<file path="config.mk">
export PLATFORM = sky130hd
export DESIGN_NAME = tksid_ram
export DESIGN_NICKNAME = d
export VERILOG_FILES = /design/src/design/tksid_ram.sv
export SDC_FILE = /design/constraint.sdc
export NUM_CORES = 1
export LEC_CHECK = 0
export ABC_AREA = 1
export BUFFER_PORTS_ARGS = -buffer_cell sky130_fd_sc_hd__buf_2
export CAP_MARGIN = 20
export CORE_MARGIN = 3
export CORE_UTILIZATION = 56
export CTS_CLUSTER_DIAMETER = 200
export CTS_CLUSTER_SIZE = 10
export DETAILED_ROUTE_END_ITERATION = 12
export GPL_TIMING_DRIVEN = 0
export PLACE_DENSITY = 0.76
export SLEW_MARGIN = 15
export SYNTH_ARGS = -nofsm -noshare
export SYNTH_HDL_FRONTEND = slang
export SYNTH_SLANG_ARGS = --single-unit
export TNS_END_PERCENT = 100
</file>
<file path="constraint.sdc">
create_clock -name clock -period 2.6 [get_ports clock]
set_clock_uncertainty 0.2 [all_clocks]
set_input_delay 0.26 -clock clock [delete_from_list [all_inputs] [get_ports clock]]
set_output_delay 0.26 -clock clock [all_outputs]
set_load 0.01 [all_outputs]
</file>
<file path="src/design/tksid_ram.sv">
module tksid_ram #(
   parameter int WIDTH = 32,
   parameter int DEPTH = 16
) (
   input  logic                     clock,
   input  logic                     we,
   input  logic [$clog2(DEPTH)-1:0] waddr,
   input  logic [WIDTH-1:0]         wdata,
   input  logic [$clog2(DEPTH)-1:0] raddr,
   output logic [WIDTH-1:0]         rdata
);

   logic [WIDTH-1:0] mem_ff [DEPTH];
   logic [WIDTH-1:0] rdata_ff;

   always_ff @(posedge clock) begin
      if (we) begin
         mem_ff[waddr] <= wdata;
      end
      rdata_ff <= mem_ff[raddr];
   end

   assign rdata = rdata_ff;

endmodule

</file>
# Word level (Yosys, flattened, before mapping)
# Memories as Yosys holds them, arrays and structs flattened. A register that Yosys moved wholly into a read port is not among the register bits.
# Index checks and enable logic that the tools add are counted.
# classes
mux,2
# op_table
op,n
two-way mux 1 bit,2
# totals
memories,1
wordCells,3
reg_bits,0
in_bits,42
ramBits,512
# memory_table
name,depth,width,rd,rd_ports_with_merged_regs,wr,line_no,source
mem_ff,16,32,1,1,1,13,logic [WIDTH-1:0] mem_ff [DEPTH];

# Logic depth before layout (Yosys ltp)
# Gate-level depths: netlist of the first run.
# depth
ltp_word,2
ltp_mapped,10
mapped_depth_nobuf,7

# Least setup slack after synthesis of the first run
# OpenSTA, ideal clock, no wires.
# synth_path
kind,input-to-reg
startpoint,input port waddr[2]
endpoint,"memory mem_ff[10][0], enable pin"
required_time_ps,1979
arrival_ps,1832
cell_stages,2
path_slack_ps,147
n_path_buf,0
cell_sequence,nand3b_1 > nor2_1
# synth_rtl
item,line_no,source
from (decl),7,"input logic [$clog2(DEPTH)-1:0] waddr,"
to (decl),13,
# No word-level cell before the write port.

==> flow_summary_export.csv, run 1 <==
group,metric,value,unit
status,status,"finished, final reports clean",
min_path,hp-class,"in2reg",
clocking,ctsLongestPathBuffers,3,
global_routing,number_of_antenna_violations_at_the_first_check_in_global_routing,0,
run,drv_cap,0,
global_routing,first_global_vias,16400,
floorplanning,fp.dieH,207,um
synth,synth-seq-area-share,70.5,%
synth,post_synth_inst_count,2120,
synth,postSynth.asyncResetShare,0,%
synth,synthesis.area,0.0227,mm^2
placement,gp_congestion,0.842,
routing,drt_drc,0,
floorplanning,num_rows,73,
finish,final_nets,2346,
setup_path,crit_arrival,2.79,ns
routing,antenna_violating_nets_post_route,0,
clocking,cts-hold-fix-buffers,35,
power,power.static_leakage,11.3,nW
routing,dr_wl_cell,21.4,um
setup_path,worstSetupPathType,"in2reg",
timing,setup_viol,0,
global_routing,total_routing_usage_reported_by_global_routing,28.5,%
timing,max_freq,402,MHz
placement,post_dp_cell_area,0.0242,mm^2
routing,first_pass_iters,5,
setup_path,critical_path_sink_type,"register",
finish,n_fill_cell,2801,
setup_path,cp-start-kind,"primary input",
synth,number_of_synthesized_flops_with_an_enable_pin,512,
global_routing,grt_first_pass_wirelength,93500,um
synth,post_synth_main_area_contributors,"sky130_fd_sc_hd__edfxtp_1 68%, sky130_fd_sc_hd__nand2_1 11%, sky130_fd_sc_hd__nand3_1 8.5%",
floorplanning,design.portCount,74,
finish,seq_area,0.0160,mm^2
clocking,clock_tree_from_tritoncts,"built",
clocking,clk_lat_worst_skew,0.62,ns
finish,final_area,0.0263,mm^2
timing,slew_at_the_pin_with_the_worst_max_slew_slack,1.05,ns
power,powerDensity,718,mW/mm^2
clocking,cts_setup_buffers,0,
clocking,htreeDepth,2,
timing,slew_headroom,30.3,%
clocking,clockRootBuffer,"sky130_fd_sc_hd__clkbuf_16",
floorplanning,die_area,0.0430,mm^2
timing,final-max-slew-violation-count,0,
floorplanning,core-area,0.0399,mm^2
routing,route.final.wire_length,61700,um
floorplanning,fp.dieW,207,um
synth,yosys_most_used_dff,"sky130_fd_sc_hd__edfxtp_1",
floorplanning,start_util,56.9,%
clocking,cts_inserted_buffers,60,
synth,synth.top_cells.by_count,"677 x sky130_fd_sc_hd__nand2_1, 512 x sky130_fd_sc_hd__edfxtp_1, 388 x sky130_fd_sc_hd__inv_1",
synth,number_of_synthesized_register_bits,544,
finish,area_occupied_by_multi_input_gates,0.00467,mm^2
global_routing,maximum_number_of_pins_on_one_net_before_global_route_repair,22,
synth,mappedNetlistNets,2162,
synth,postSynthAreaPerCell,10.7,um^2
routing,detail_route.vias_per_cell,5.57,
routing,detailroute.via_count,16000,
timing,hold_violations,0,
global_routing,grt.overflow.total,0,
placement,numPortBuffers,71,
placement,dp.final_hpwl,38800,um
synth,count_leader_synth,"sky130_fd_sc_hd__nand2_1",
clocking,ctsResizeCount,0,
clocking,clkSlewWorstSetupHoldPaths,0.06,ns
synth,count_of_unique_library_cells_instantiated_by_yosys,15,
setup_path,required,2.90,ns
synth,synth_largest_area_cell,"sky130_fd_sc_hd__edfxtp_1",
synth,yosysWarningCount,0,
clocking,cts.sinks,544,
timing,fin_crit_sh,95.7,%
setup_path,crit_path_max_fanout,10,
power,vdd_drop_max,0.531,mV
finish,antenna_cells,0,
timing,setup_tns,0,ns
finish,area_delta_synth_final,15.7,%
synth,synth_top_area_share,67.6,%
routing,initialDrtViolationCount,2173,
finish,drive_above_1_share,10.5,%
timing,period_needed,2.49,ns
timing,grt_setup_unrepaired,"false",
==> routing by layer <==
layer	global-route usage [%]	routed length [um]	share of wire (%)
met1	36.4	22500	36
met2	46.4	29100	47
met3	5.00	6430	10
met4	16.2	3690	6.0
met5	0	0	0
==> cells in the final DEF, fill, tap and decap left out, types with 12 or more instances in the layout <==
cell type,instances
sky130_fd_sc_hd__nand2_1,677
sky130_fd_sc_hd__edfxtp_1,512
sky130_fd_sc_hd__inv_1,388
sky130_fd_sc_hd__nand3_1,385
sky130_fd_sc_hd__buf_2,112
sky130_fd_sc_hd__clkbuf_1,61
sky130_fd_sc_hd__clkbuf_16,61
sky130_fd_sc_hd__dlygate4sd3_1,35
sky130_fd_sc_hd__dfxtp_1,32
sky130_fd_sc_hd__buf_6,29
sky130_fd_sc_hd__nor2_4,16
sky130_fd_sc_hd__buf_1,14
sky130_fd_sc_hd__buf_12,12
==> per-stage QoR <==
stage | power (mW) | worst slack [ns] | std cells | utilization, % | hold slack (ns)
after floorplan | 10.7 | 0.147 | 2120 | - | 0.159
after global routing | 19.4 | 0.0713 | 2878 | 65.9 | 0.253
after global placement | 11.2 | -1.57 | 2716 | 59.5 | 0.433
final | 18.9 | 0.111 | 2878 | 65.9 | 0.200
after detailed placement | 11.3 | 0.283 | 2732 | 60.7 | 0.448
after CTS | 18.9 | 0.167 | 2878 | 65.9 | 0.191
==> area by class of cell <==
class	instances	area share, %
Buffer	105	2.67
Clock buffer	108	6.47
Clock inverter	3	0.0999
Inverter	390	5.58
Multi-Input combinational cell	1081	17.7
Sequential cell	544	60.9
Tap cell	525	2.50
Timing Repair Buffer	122	4.04
==> cells by family (layout without fill, tap and decap cells) <==
kind of cell	count (synthesis)	in the layout	share of synthesized area, %
buf+inv	495	728	9.54
flops	544	544	70.5
simple gates	1081	1081	20.0
==> critical path, stage by stage <==
cell and delay, ns:
sky130_fd_sc_hd__dlygate4sd3_1 0.52, sky130_fd_sc_hd__buf_2 0.13, sky130_fd_sc_hd__buf_2 0.33, sky130_fd_sc_hd__clkbuf_1 0.59, sky130_fd_sc_hd__nand3_1 0.19, sky130_fd_sc_hd__nand3_1 0.13, sky130_fd_sc_hd__nand2_1 0.08, sky130_fd_sc_hd__dlygate4sd3_1 0.55
==> final timing paths <==
check | startpoint | endpoint | slack (ns) | cells after the start
max | raddr[2] | rdata[0] | 0.11 | 8
min | raddr[0] | rdata[3] | 0.20 | 8
max reg2reg | mem_ff[7][0] | rdata[0] | 0.88 | 7
min reg2reg | mem_ff[11][26] | rdata[26] | 0.46 | 6
==> state kept, by name (all words and copies together) (netlist names) <==
signal and cells:
rdata 32, mem_ff 512
==> power by group <==
group / leakage, nW / internal [mW] / switching, mW
clock network: 0.820 / 4.37 / 3.29
registers: 4.90 / 9.80 / 0.0527
logic: 5.55 / 0.412 / 0.952
total: 11.3 / 14.6 / 4.30
No activity file was read; power rests on OpenSTA's default activity.
==> run 2, diff against run 1 <==
CORE_UTILIZATION = 45   (was 56)
PLACE_DENSITY = 0.63   (was 0.76)
==> run 2 against run 1 <==
Via count fell by 3.8%. Maximum frequency rose by 18%. Critical path type unchanged. Die area rose by 24%. Critical path depth fell by 1. Sequential power barely moved. First-iteration DRC count fell by 20%. Cell area rose by 1.1%.
==> flow_summary_export.csv, run 2 (same netlist as run 1, synthesis figures left out) <==
group,metric,value,unit
status,status,"finished, final reports clean",
timing,max_freq,472,MHz
placement,post_dp_cell_area,0.0245,mm^2
setup_path,required,2.89,ns
clocking,ctsLongestPathBuffers,3,
finish,layout_common_cells,"677 x sky130_fd_sc_hd__nand2_1, 512 x sky130_fd_sc_hd__edfxtp_1, 388 x sky130_fd_sc_hd__inv_1",
floorplanning,fp.dieW,231,um
timing,slew_at_the_pin_with_the_worst_max_slew_slack,1.08,ns
global_routing,maximum_number_of_pins_on_one_net_before_global_route_repair,20,
clocking,clk_lat_worst_skew,0.62,ns
routing,wl_met3,5880,um
placement,numPortBuffers,71,
routing,route.final.wire_length,62200,um
setup_path,cp_cell_sequence,"dlygate4sd3_1 -> buf_2 -> buf_2 -> buf_1 -> nand3_1 -> nand3_1 -> nand2_1",
min_path,hp-class,"in2reg",
finish,largest_register_ffs,512,
routing,detail_route.wirelength.met1,25700,um
floorplanning,die_area,0.0532,mm^2
finish,area_delta_synth_final,17.0,%
timing,setup_viol,0,
clocking,clockRootBuffer,"sky130_fd_sc_hd__clkbuf_16",
setup_path,cp-start-kind,"primary input",
routing,route.top_layer_used,"met5",
routing,detailroute.via_count,15400,
power,vdd_drop_max,0.492,mV
routing,first_pass_iters,6,
finish,top_register,"mem_ff",
timing,period_needed,2.12,ns
floorplanning,fp.dieH,231,um
setup_path,worstSetupPathType,"in2reg",
setup_path,crit_path_max_fanout,10,
run,drv_cap,0,
finish,final_nets,2349,
global_routing,number_of_antenna_violations_at_the_first_check_in_global_routing,1,
clocking,cts.sinks,544,
clocking,cts_setup_buffers,0,
setup_path,max_stage_delay,0.73,ns
power,powerDensity,709,mW/mm^2
clocking,cts_inserted_buffers,60,
finish,antenna_cells,0,
setup_path,crit_arrival,2.41,ns
global_routing,total_routing_usage_reported_by_global_routing,23.4,%
clocking,clock_tree_from_tritoncts,"built",
setup_path,critical_path_sink_type,"register",
timing,slew_headroom,28.1,%
timing,hold_violations,0,
finish,n_fill_cell,4204,
placement,gp_congestion,0.822,
floorplanning,start_util,46.0,%
floorplanning,num_rows,81,
finish,utilization,53.8,%
timing,fin_crit_sh,81.5,%
finish,area_occupied_by_multi_input_gates,0.00467,mm^2
timing,final-max-slew-violation-count,0,
finish,seq_area,0.0160,mm^2
floorplanning,design.portCount,74,
power,power.static_leakage,11.3,nW
clocking,ctsResizeCount,0,
global_routing,grt_first_pass_wirelength,92100,um
routing,initialDrtViolationCount,1735,
timing,grt_setup_unrepaired,"false",
routing,antenna_violating_nets_post_route,0,
routing,dr_wl_cell,20.6,um
timing,setup_tns,0,ns
global_routing,first_global_vias,14800,
finish,drive_above_1_share,10.7,%
setup_path,crit_path_top_delay_cell,"sky130_fd_sc_hd__buf_1",
global_routing,grt.overflow.total,0,
clocking,clkSlewWorstSetupHoldPaths,0.05,ns
finish,final_area,0.0266,mm^2
routing,detail_route.vias_per_cell,5.11,
placement,dp.final_hpwl,39300,um
finish,layout.cells.most_common,"sky130_fd_sc_hd__nand2_1",
routing,drt_drc,0,
clocking,cts-hold-fix-buffers,33,
routing,dr_wl_met2,28200,um
floorplanning,core-area,0.0495,mm^2
clocking,htreeDepth,2,
==> run 2: cell types whose count changed in the layout (fill, tap and decap cells not counted) <==
cell / delta
sky130_fd_sc_hd__buf_12: -2
sky130_fd_sc_hd__buf_16: +6
sky130_fd_sc_hd__buf_8: +1
sky130_fd_sc_hd__clkbuf_1: -1
sky130_fd_sc_hd__dlygate4sd3_1: -2
==> run 2: area by class of cell <==
cell class | count | share of cell area, %
buffer | 105 | 2.64
clock buffer | 107 | 6.39
clock inverter | 3 | 0.0988
inverter | 390 | 5.51
multi-input combinational | 1081 | 17.6
sequential | 544 | 60.2
tap | 664 | 3.12
timing repair buffer | 125 | 4.45
==> run 2: final timing paths <==
check,from,end,slack (ns),depth (start not counted)
setup / recovery,raddr[2],rdata[18],0.48,7
hold / removal,raddr[3],rdata[0],0.02,3
setup reg to reg,mem_ff[13][10],rdata[10],1.32,6
hold reg to reg,mem_ff[11][2],rdata[2],0.47,6
==> run 2: critical path, delay by kind of cell <==
family | cells | cell delay (ns)
AND/OR/NAND/NOR | 3 | 0.39
buffers and inverters | 4 | 1.74
==> run 2: per-layer routing <==
| layer | vias up | track usage, % |
|---|---|---|
| met4 | 2 | 9.76 |
| met2 | 739 | 36.6 |
| met1 | 7321 | 32.8 |
| met5 | - | 0 |
| li1 | 7227 | - |
| met3 | 137 | 3.92 |
==> run 2: where the power goes <==
part	total, mW	switching, mW	internal [mW]
logic	1.37	0.955	0.415
clock network	7.64	3.27	4.37
registers	9.85	0.0496	9.80
==> run 2: metrics by stage <==
| stage | setup WS [ns] | instances | power, mW | hold WS, ns |
|---|---|---|---|---|
| final | 0.482 | 3019 | 18.9 | 0.0226 |
| after global routing | 0.431 | 3019 | 19.5 | 0.00201 |
| after CTS | 0.544 | 3019 | 18.9 | 0.00523 |
| after detailed placement | 0.262 | 2876 | 11.4 | 0.446 |
| after global placement | -1.69 | 2855 | 11.3 | 0.439 |
| after floorplan | 0.147 | 2120 | 10.7 | 0.159 |
