--- src/design/tksid_pkg.sv ---
package tksid_pkg;

   localparam int TOP_ENTRIES_DEF = 16;
   localparam int MAX_DIM_DEF     = 16;

   localparam logic [1:0] OP_LOAD   = 2'd0;
   localparam logic [1:0] OP_OFFER  = 2'd1;
   localparam logic [1:0] OP_READ   = 2'd2;
   localparam logic [1:0] OP_UNUSED = 2'd3;

   localparam logic [2:0] ST_LOADED   = 3'd0;
   localparam logic [2:0] ST_INSERTED = 3'd1;
   localparam logic [2:0] ST_DUP      = 3'd2;
   localparam logic [2:0] ST_BELOW    = 3'd3;
   localparam logic [2:0] ST_READ     = 3'd4;

   localparam logic [4:0] DIM_RESET = 5'd16;

   typedef enum logic [3:0] {
      S_IDLE,
      S_RANK_RD,
      S_RANK_WT,
      S_SCORE_WT,
      S_CMP,
      S_DECIDE,
      S_SLOT_WT,
      S_WSCORE,
      S_WWGT,
      S_SH_RD,
      S_SH_WT,
      S_RWGT_WT,
      S_DONE
   } state_type;

   // Ten times a Q8.8 weight, truncated toward zero to an integer.
   function automatic logic signed [11:0] tenfold_trunc(input logic signed [15:0] w);
      logic signed [19:0] prod;
      logic signed [19:0] adj;
      prod = 20'(w) * 20'sd10;
      adj  = (prod < 0) ? (prod + 20'sd255) : prod;
      return 12'(adj >>> 8);
   endfunction

endpackage

--- src/design/tksid_csr.sv ---
module tksid_csr (
   input  logic        clock,
   input  logic        reset,
   input  logic        csr_psel,
   input  logic        csr_penable,
   input  logic        csr_pwrite,
   input  logic [1:0]  csr_paddr,
   input  logic [31:0] csr_pwdata,
   output logic [31:0] csr_prdata,
   output logic        csr_pready,
   output logic [4:0]  dim_in_use
);

   logic [4:0] dim_ff;
   logic [4:0] dim_in;
   logic       hit;

   assign hit = (csr_paddr == 2'd0);

   always_comb begin
      dim_in = dim_ff;
      if (csr_psel && csr_penable && csr_pwrite && hit) begin
         dim_in = csr_pwdata[4:0];
      end
   end

   always_ff @(posedge clock) begin
      if (reset) begin
         dim_ff <= tksid_pkg::DIM_RESET;
      end else begin
         dim_ff <= dim_in;
      end
   end

   assign csr_prdata = hit ? {27'd0, dim_ff} : 32'd0;
   assign csr_pready = 1'b1;
   assign dim_in_use = dim_ff;

endmodule

--- config.mk ---
export PLATFORM = sky130hd
export DESIGN_NAME = tksid_csr
export DESIGN_NICKNAME = d
export VERILOG_FILES = /design/src/design/tksid_pkg.sv /design/src/design/tksid_csr.sv
export SDC_FILE = /design/constraint.sdc
export NUM_CORES = 1
export LEC_CHECK = 0
export ABC_AREA = 1
export BUFFER_PORTS_ARGS = -buffer_cell sky130_fd_sc_hd__buf_4
export CORE_MARGIN = 3
export CORE_UTILIZATION = 31
export DETAILED_ROUTE_END_ITERATION = 10
export GPL_TIMING_DRIVEN = 0
export PLACE_DENSITY = 0.89
export SLEW_MARGIN = 20
export SYNTH_ARGS = -nofsm -noshare
export SYNTH_HDL_FRONTEND = slang
export SYNTH_SLANG_ARGS = --single-unit
--- constraint.sdc ---
create_clock -name clock -period 1.6 [get_ports clock]
set_clock_uncertainty 0.15 [all_clocks]
set_input_delay 0.16 -clock clock [delete_from_list [all_inputs] [get_ports clock]]
set_output_delay 0.16 -clock clock [all_outputs]
set_load 0.02 [all_outputs]
; ---- Word-level counts from Yosys, hierarchy flattened
; Cells that the tools add are included.
[totals]
regBits = 5
word_cells = 6
inputBits = 39
output_inout_bits = 38
[op_classes]
reduce_logical = 4
n_mux = 1
[op_table]
columns = op, n
row1 = $mux W5, 1
row2 = $logic_and A1 B1 Y1, 3
row3 = $logic_not A2 Y1, 1

; ---- Depth between registers and ports, before layout
; Gate-level depths: netlist of the first run.
[logic_depth]
depth_word = 3
depth_mapped = 5
ltp_nobuf = 5

; ---- Worst setup path after synthesis of the first run
; No wires, ideal clock.
[synth_timing]
path_type = register to output
start = reg dim_ff[0], in the netlist dim_in_use[0]
end = out csr_prdata[0]
slack_ns = 0.492
required_ns = 1.290
t_arrival_ns = 0.798
stages_incl_launch_ff = 3
n_path_buf = 0
cell_sequence = dfxtp_1 inv_1 nor2_1
[synth_between]
elab_chain_cells = 1
[synth_rtl]
columns = element, line_no
row1 = from (decl), tksid_csr.sv:14  ; logic [4:0] dim_ff;
row2 = from (signal assigned), tksid_csr.sv:29  ; dim_ff <= tksid_pkg::DIM_RESET;
row3 = from (signal assigned), tksid_csr.sv:31  ; dim_ff <= dim_in;
row4 = $mux W5, tksid_csr.sv:35  ; assign csr_prdata = hit ? {27'd0, dim_ff} : 32'd0;
row5 = to (decl), tksid_csr.sv:9  ; output logic [31:0] csr_prdata,
; No other way between the ends.

; ---- Final worst setup path of the first run
[layout_timing]
start = reg dim_ff[3], in the netlist dim_in_use[3]
end = out csr_prdata[3]
; Same word-level chain as after synthesis.

==> metrics.md, run 1 <==
| Metric | Value |
|---|---|
| Status | finished, final reports clean |
| Lkg Pwr | 0.513 nW |
| Vias | 499 |
| Max Root-Sink Buffers | 2 |
| Synth warnings | 0 |
| Syn avg cell area | 6.54 sq um |
| Flip-flop count of the largest register after layout | 5 |
| CP startpoint kind | flop |
| Largest net degree at the start of global routing | 8 |
| H-Tree Depth | 1 |
| FMAX | 807 MHz |
| RSZ-0062 raised after global routing | no |
| Yosys cell types | 13 |
| CTS tree | yes |
| Filler instances | 141 |
| Total CTS buffers | 3 |
| Vias in the first global route | 437 |
| Row count | 14 |
| Critical path endpoint category | primary output |
| Vias per inst | 3.42 |
| CTS Sinks | 5 |
| Clock transition at path regs | 0.04 ns |
| Mapped Area | 510 sq um |
| Total Neg Setup Slack | 0 ns |
| Crit path kind | reg2out |
| DP Wirelength | between 1 and 1.5 mm |
| Seq/Total Area, Yosys | 0.196 |
| Syn Inst Count | between 70 and 80 |
| Root Driver | clkbuf_4 |
| GRT overflow | 0 |
| Drt pass-1 iters | 4 |
| Width of the die | between 40 and 50 microns |
| Synth Register Bits | 5 |
| Worst vdd ir | 0.000239 V |
| Final setup fails | 0 |
| Hold crit path type | in2reg |
| Met1 Routed Length | between 300 and 400 microns |
| Final Non-Filler Cells | 146 |
| Final ANT Viol Nets | 0 |
| Initial antenna violation count | 0 |
| Final worst path period share | 0.775 |
| First-pass GRT wire length | approximately 1.7 mm |
| Final Net Count | 170 |
| Minimum clock period | ~1.2 ns |
| Crit Path Max Fanout | 3 |
| Die area | 0.00217 sq mm |
| Pwr dens | 556 mW/mm^2 |
| Routed wire length | 1.23 mm |
| DRC viols | 0 |
| Util after Layout | 0.539 |
| Worst Path Required | 1.29 ns |
| WL met3 | 109 microns |
| Setup bufs post-CTS | 0 |
| Final Hold Viols | 0 |
| GPL Wtd Cong | between 0.7 and 0.8 |
| DR WL met2 | 749 microns |
| Pins over their slew limit | 0 |
| Max Used Layer | met4 |
| Core area | 0.00152 sq mm |
| Antenna Cells | 0 |
| Drt wl/cell | 8.40 microns |
| Gr usage total | 0.112 |
| Buffers added on ports | 21 |
| Placed instance count | between 100 and 150 |
| Synth-to-Final Area Change | 61.0% |
| Fraction of layout cells with a size suffix above 1 | 0.446 |
| Die height | 46.6 microns |
| Initial DRC count | 3 |
| Boundary Pins | 77 |
| Max-cap violations | 0 |
| Initial Util | 0.335 |
| Clk_lat worst skew | about 0.24 ns |
| WP data arrival | approximately 0.93 ns |
## final timing paths
| kind | startpoint | to | slack [ns] | cells after the start |
|---|---|---|---|---|
| worst max-delay path | dim_in_use[3]$_SDFFE_PP0P_ | csr_prdata[3] | 0.36 | 3 |
| worst min-delay path | reset | dim_in_use[4]$_SDFFE_PP1P_ | 0.03 | 3 |
| worst max register to register | dim_in_use[1]$_SDFFE_PP0P_ | dim_in_use[1]$_SDFFE_PP0P_ | 0.81 | 2 |
| worst min register to register | dim_in_use[0]$_SDFFE_PP0P_ | dim_in_use[0]$_SDFFE_PP0P_ | 0.36 | 2 |
## stage by stage
stage	instance area [sq um]	setup WS [ns]	total power, mW	hold slack, ns
after detailed placement	786	0.613	0.305	0.245
after global routing	822	0.313	0.486	0.0471
after floorplan	608	0.492	0.270	0.136
after CTS	822	0.366	0.454	0.0317
final	822	0.360	0.457	0.0314
after global placement	786	0.646	0.303	0.224
## placed cells by master, fill, tap and decap left out
master | netlist | final
nor2_1 | 14 | 14
nand3_2 | 1 | 1
clkbuf_1 | 0 | 1
nand2_1 | 6 | 6
buf_4 | 28 | 49
nor2_2 | 1 | 1
nor2_4 | 1 | 1
dfxtp_1 | 5 | 5
nand3_1 | 5 | 5
conb_1 | 2 | 28
inv_2 | 2 | 2
dlygate4sd3_1 | 0 | 1
nand2_4 | 1 | 1
clkbuf_4 | 0 | 3
o21ai_0 | 1 | 1
inv_1 | 11 | 11
## routing by layer
metal	vias up	global-route usage
li1	273	-
met1	199	0.0963
met2	24	0.225
met3	3	0.0117
met4	0	0.0852
met5	-	0
## cell type report
type,instances,area (sq um),share of cell area
plain buffers,28,210,0.256
repair buffers,22,168,0.204
multi-input cells,58,249,0.303
inverters,13,48.8,0.0594
flip-flops and latches,5,100,0.122
well taps,16,20.0,0.0244
clock buffers,4,26.3,0.0320
## kinds of logic (layout without fill, tap and decap cells)
logic type,after synthesis,count (layout),synth area share
other,2,28,0.0147
DFF,5,5,0.196
AOI/OAI and AO/OA,1,1,0.00979
and+or+nand+nor,29,29,0.272
buffers and inverters,41,67,0.507
## cells in the mapped netlist
cell,count,share of area
nand3_1,5,0.049
inv_1,11,0.081
o21ai_0,1,0.0098
nor2_1,14,0.10
nor2_2,1,0.012
nor2_4,1,0.022
inv_2,2,0.015
nand3_2,1,0.020
nand2_1,6,0.044
buf_4,28,0.41
conb_1,2,0.015
nand2_4,1,0.022
dfxtp_1,5,0.20
## repair_timing
item                       in CTS  in global routing
hold endpoints to repair        1                  0
hold buffers                    1                  0
setup endpoints to repair       0                  0
resized for setup               0                  0
## worst max-delay path, cell delays in order (launching register included)
cell and delay [ns]:
dfxtp_1 0.35, inv_1 0.06, nor2_1 0.12, buf_4 0.16
## power by group
part	internal [mW]	switching (mW)	total (mW)	leakage [nW]
Sequential	0.128	0.00225	0.130	0.0405
Clock	0.0944	0.0536	0.148	0.0150
Combinational	0.0785	0.100	0.179	0.457
Note: power is estimated with default switching activity, not from simulation.
==> run 2, diff against run 1 <==
--- a/config.mk
+++ b/config.mk
@@ -8,10 +8,10 @@
 export ABC_AREA = 1
 export BUFFER_PORTS_ARGS = -buffer_cell sky130_fd_sc_hd__buf_4
 export CORE_MARGIN = 3
-export CORE_UTILIZATION = 31
+export CORE_UTILIZATION = 28
 export DETAILED_ROUTE_END_ITERATION = 10
 export GPL_TIMING_DRIVEN = 0
-export PLACE_DENSITY = 0.89
+export PLACE_DENSITY = 0.82
 export SLEW_MARGIN = 20
 export SYNTH_ARGS = -nofsm -noshare
 export SYNTH_HDL_FRONTEND = slang
==> constraint.sdc (replaced) <==
create_clock -name clock -period 1.26 [get_ports clock]
set_clock_uncertainty 0.15 [all_clocks]
set_input_delay 0.126 -clock clock [delete_from_list [all_inputs] [get_ports clock]]
set_output_delay 0.126 -clock clock [all_outputs]
set_load 0.02 [all_outputs]
==> metrics.md, run 2 (synthesis gave the netlist of run 1 again) <==
| Metric | Value |
|---|---|
| Crit Path Max Fanout | 3 (unchanged) |
| Drt wl/cell | 7.16 microns (-15%) |
| Total CTS buffers | 3 (unchanged) |
| Clock transition at path regs | 0.05 ns (about the same) |
| Vias per inst | 3.23 (-5.4%) |
| GPL Wtd Cong | 0.749 (-3.0%) |
| Die height | 48.7 microns (+4.6%) |
| Core area | 0.00161 sq mm (+5.7%) |
| Initial DRC count | 7 (+4) |
| Flip-flop count of the largest register after layout | 5 (unchanged) |
| Final Net Count | 170 (unchanged) |
| Clk_lat worst skew | 0.24 ns (about the same) |
| Max Root-Sink Buffers | 2 (unchanged) |
| RSZ-0062 raised after global routing | no |
| Pre-CTS WS | 0.318 ns (-0.295 ns) |
| Status | finished, final reports clean |
| Gr usage total | 0.0973 (-0.0148) |
| Initial Util | 0.317 (-0.0182) |
| Pins over their slew limit | 0 (unchanged) |
| H-Tree Depth | 1 (unchanged) |
| Worst Path Required | 0.98 ns (-0.31 ns) |
| Critical path endpoint category | primary output |
| Final worst path period share | 0.928 |
| Vias in the first global route | 479 (+9.6%) |
| CP startpoint kind | flop |
| Final ANT Viol Nets | 0 (unchanged) |
| Width of the die | 48.7 microns (+4.6%) |
| Synth-to-Final Area Change | 63.2% |
| First-pass GRT wire length | 1.88 mm (+12%) |
| Hold crit path type | in2reg |
| CTS tree | yes |
| Max-cap violations | 0 (unchanged) |
| Row count | 14 (unchanged) |
| Lkg Pwr | 0.513 nW (about the same) |
| Pwr dens | 688 mW/mm^2 (+24%) |
| Final Hold Viols | 0 (unchanged) |
| GRT overflow | 0 (unchanged) |
| Antenna Cells | 0 (unchanged) |
| Largest net degree at the start of global routing | 8 (unchanged) |
| Most common cell after layout, fill and taps aside | buf_4 |
| Vias | 498 (-0.20%) |
| Routed wire length | 1.10 mm (-10%) |
| Boundary Pins | 77 (unchanged) |
| Crit path kind | reg2out |
| Final WS setup | 0.0913 ns (-0.269 ns) |
| Filler instances | 181 (+28%) |
| Worst vdd ir | 0.000314 V (+32%) |
| Final setup fails | 0 (unchanged) |
| DRC viols | 0 (unchanged) |
| Initial antenna violation count | 0 (unchanged) |
| Buffers added on ports | 21 (unchanged) |
| Drt pass-1 iters | 4 (unchanged) |
| WP data arrival | 0.89 ns (-0.04 ns) |
| FMAX | 856 MHz |
| CTS Sinks | 5 (unchanged) |
| Most frequent cells in the layout | buf_4 (49), conb_1 (28), nor2_1 (14), inv_1 (11), nand2_1 (6) |
| Total Neg Setup Slack | 0 ns (unchanged) |
| Fraction of layout cells with a size suffix above 1 | 0.454 (+0.00769) |
| Minimum clock period | 1.17 ns |
| Die area | 0.00237 sq mm (+9.3%) |
| Root Driver | clkbuf_4 |
[run 2: path summary, 6_finish.rpt]
| kind | start | to | slack [ns] | depth (start not counted) |
|---|---|---|---|---|
| worst max register to register | dim_in_use[4]$_SDFFE_PP1P_ | dim_in_use[4]$_SDFFE_PP1P_ | 0.50 | 2 |
| worst min register to register | dim_in_use[2]$_SDFFE_PP0P_ | dim_in_use[2]$_SDFFE_PP0P_ | 0.36 | 2 |
| worst max-delay path | dim_in_use[1]$_SDFFE_PP0P_ | csr_prdata[1] | 0.09 | 3 |
| worst min-delay path | reset | dim_in_use[4]$_SDFFE_PP1P_ | 0.003 | 3 |
[run 2: critical path, stage by stage (launching register included)]
cell	delay, ns
dfxtp_1	0.35
inv_1	0.05
nor2_1	0.10
buf_4	0.15
[run 2: layout make-up]
cell class,instances,area (sq um),area share
buffer,28,210,0.252
clock buffer,4,26.3,0.0315
inverter,13,48.8,0.0586
multi-input combinational,58,249,0.299
sequential,5,101,0.122
tap,24,30.0,0.0360
timing repair buffer,22,168,0.201
[run 2: timing repair]
item	4_1_cts	5_1_grt
setup buffers	0	0
hold buffers	1	0
gates resized for setup	0	1
setup endpoints to repair	0	1
hold endpoints to repair	1	0
[run 2: per-stage QoR]
stage | util | cell area [sq um] | hold WS (ns) | instances | power [mW]
final | 0.517 | 833 | 0.00344 | 154 | 0.574
after global routing | 0.517 | 833 | 0.0234 | 154 | 0.611
after detailed placement | 0.494 | 796 | 0.214 | 149 | 0.387
after global placement | 0.494 | 796 | 0.190 | 149 | 0.385
after floorplan | - | 608 | 0.102 | 104 | 0.343
after CTS | 0.516 | 832 | 0.00548 | 154 | 0.573
[run 2: per-layer routing]
metal,GRT usage,up-vias,wire length [microns]
li1,-,275,-
met5,0,-,0
met3,0.0276,2,164
met1,0.104,185,385
met4,0.0569,0,10
met2,0.170,36,541
[run 2: power by group]
| part | switching, mW | internal, mW |
|---|---|---|
| combinational | 0.126 | 0.0996 |
| clock | 0.0637 | 0.120 |
| sequential | 0.00272 | 0.163 |
==> run 3, diff against run 2 <==
--- a/config.mk
+++ b/config.mk
@@ -10,8 +10,9 @@
 export CORE_MARGIN = 3
 export CORE_UTILIZATION = 28
 export DETAILED_ROUTE_END_ITERATION = 10
-export GPL_TIMING_DRIVEN = 0
+export GPL_TIMING_DRIVEN = 1
 export PLACE_DENSITY = 0.82
+export REMOVE_ABC_BUFFERS = 1
 export SLEW_MARGIN = 20
 export SYNTH_ARGS = -nofsm -noshare
 export SYNTH_HDL_FRONTEND = slang
==> metrics.md, run 3 (synthesis gave the netlist of run 1 again) <==
| Metric | Value |
|---|---|
| Internal | 0.326 mW (-15%) |
| Die area | 0.00237 sq mm (unchanged) |
| GPL Wtd Cong | 0.720 (-3.8%) |
| Final worst path period share | 0.925 (-0.00205) |
| WHS Path Cells | 5 (+2) |
| GRT overflow | 0 (unchanged) |
| Net Sw Power | 0.183 mW (-4.9%) |
| Final ANT Viol Nets | 0 (unchanged) |
| H-Tree Depth | 1 (unchanged) |
| Worst vdd ir | 0.000260 V (-17%) |
| First-pass GRT wire length | 1.57 mm (-17%) |
| Flip-flop count of the largest register after layout | 5 (unchanged) |
| Pwr dens | 805 mW/mm^2 (+17%) |
| Hold endpoint | dim_in_use[3]$_SDFFE_PP0P_ |
| WP data arrival | 0.89 ns (about the same) |
| Fraction of layout cells with a size suffix above 1 | 0.291 (-0.163) |
| FF-to-FF setup slack | 0.53 ns (+0.03 ns) |
| Max incr delay on CP | 0.35 ns (about the same) |
| Initial DRC count | 8 (+1) |
| Crit path kind | reg2out |
| Critical path endpoint category | primary output |
| R2R Path End | dim_in_use[0]$_SDFFE_PP0P_ |
| Lkg Pwr | 0.365 nW (-29%) |
| Minimum clock period | 1.17 ns (-0.00258 ns) |
| Vias | 414 (-17%) |
| Filler instances | 185 (+2.2%) |
| Largest net degree at the start of global routing | 8 (unchanged) |
| Drt pass-1 iters | 4 (unchanged) |
| Buffers added on ports | 21 (unchanged) |
| Max Root-Sink Buffers | 2 (unchanged) |
| Clock network power share | 0.363 (+0.044) |
| Most common cell after layout, fill and taps aside | conb_1 |
| Antenna Cells | 0 (unchanged) |
| CTS Sinks | 5 (unchanged) |
| Width of the die | 48.7 microns (unchanged) |
| Boundary Pins | 77 (unchanged) |
| Vias per inst | 3.26 (+0.81%) |
| CTS tree | yes |
| Crit Path Max Fanout | 3 (unchanged) |
| R2r worst-path depth | 2 (unchanged) |
| Setup bufs post-CTS | 0 (unchanged) |
| Max-cap violations | 0 (unchanged) |
| Final Hold Viols | 0 (unchanged) |
| Core area | 0.00161 sq mm (unchanged) |
| Final Net Count | 143 (-16%) |
| Comb power frac | 0.312 (-0.081) |
| Total CTS buffers | 3 (unchanged) |
| Root Driver | clkbuf_4 |
| Pins over their slew limit | 0 (unchanged) |
| RR Startpoint | dim_in_use[0]$_SDFFE_PP0P_ |
| Hold Crit Start | csr_pwdata[3] |
| Clock transition at path regs | 0.04 ns (about the same) |
| Row count | 14 (unchanged) |
| Switching part of the total | 0.359 (+0.0245) |
| CP startpoint kind | flop |
| Worst Path Required | 0.98 ns (about the same) |
| Pre-CTS WS | 0.310 ns (-0.00739 ns) |
| Drt wl/cell | 7.72 microns (+7.9%) |
| RSZ-0062 raised after global routing | no |
| FMAX | 858 MHz (+0.22%) |
| Seq pwr share | 0.324 (+0.036) |
| Status | finished, final reports clean |
| DP Wirelength | 872 microns |
| Total Neg Setup Slack | 0 ns (unchanged) |
| Most frequent cells in the layout | conb_1 (28), buf_4 (21), nor2_1 (14), inv_1 (11), nand2_1 (6) |
| Final setup fails | 0 (unchanged) |
| Initial Util | 0.317 (unchanged) |
| Gr usage total | 0.0871 (-0.0102) |
| WHS | 0.0530 ns (+0.0495 ns) |
| Hold crit path type | in2reg |
| Initial antenna violation count | 0 (unchanged) |
| Routed wire length | 981 microns (-11%) |
| Crit-path cells | inv_1 > nor2_1 > buf_4 |
| Synth-to-Final Area Change | 23.8% |
| Final WS setup | 0.0939 ns (+0.00258 ns) |
| Die height | 48.7 microns (unchanged) |
| DRC viols | 0 (unchanged) |
| Vias in the first global route | 346 (-28%) |
| Clk_lat worst skew | 0.24 ns (about the same) |
| CP max stage cell | dfxtp_1 |
-- run 3: cell count changes in the layout (fill, tap and decap cells not counted), sizes merged --
cell	previous run	this run
buf	49	21
dlygate4sd3	1	2
-- run 3: worst max-delay path by stage --
stage / slack (ns) / cells past startpoint / to / from
after global routing: 0.04 / 3 / csr_prdata[2] / dim_in_use[2]$_SDFFE_PP0P_
after floorplan: 0.19 / 2 / csr_prdata[0] / dim_in_use[0]$_SDFFE_PP0P_
final: 0.09 / 3 / csr_prdata[1] / dim_in_use[1]$_SDFFE_PP0P_
after CTS: 0.07 / 3 / csr_prdata[1] / dim_in_use[1]$_SDFFE_PP0P_
after global placement: 0.35 / 5 / dim_in_use[0]$_SDFFE_PP0P_ / csr_paddr[1]
after detailed placement: 0.31 / 5 / dim_in_use[1]$_SDFFE_PP0P_ / csr_paddr[1]
-- run 3: repair_timing --
item | 4_1_cts | 5_1_grt
resized for setup | 0 | 0
endpoints found under the hold margin | 1 | 0
hold buffers | 2 | 0
-- run 3: final cells by class --
cell class              instances  area, sq um  area share
clock buffers                   4         26.3      0.0416
repair buffers                 23          178       0.281
inverters                      13         48.8      0.0772
well taps                      24         30.0      0.0475
multi-input cells              58          249       0.394
flip-flops and latches          5          100       0.158
-- run 3: metrics by stage --
| step | total power [mW] | instance area [sq um] | std cells | utilization |
|---|---|---|---|---|
| final | 0.508 | 632 | 127 | 0.392 |
| after global routing | 0.535 | 632 | 127 | 0.392 |
| after CTS | 0.516 | 632 | 127 | 0.392 |
| after detailed placement | 0.320 | 586 | 121 | 0.363 |
| after global placement | 0.318 | 586 | 121 | 0.363 |
| after floorplan | 0.276 | 398 | 76 | - |
-- run 3: power groups by stage --
stage | clock [mW] | sequential [mW] | combinational (mW)
after floorplan | 0 | 0.172 | 0.105
after CTS | 0.194 | 0.165 | 0.157
after detailed placement | 0 | 0.168 | 0.152
final | 0.185 | 0.165 | 0.159
after global routing | 0.196 | 0.165 | 0.173
after global placement | 0 | 0.168 | 0.151
-- run 3: per-layer routing --
metal	routed length, microns	vias up	track usage
met1	357	159	0.0907
met3	143	4	0.0429
met4	36	0	0.0711
met2	444	32	0.131
li1	-	219	-
met5	0	-	0
-- run 3: critical path: cells and delay by family, from the launching register on --
family / cells / cell delay, ns
flip-flops: 1 / 0.35
buffers and inverters: 2 / 0.20
AND/OR/NAND/NOR: 1 / 0.11
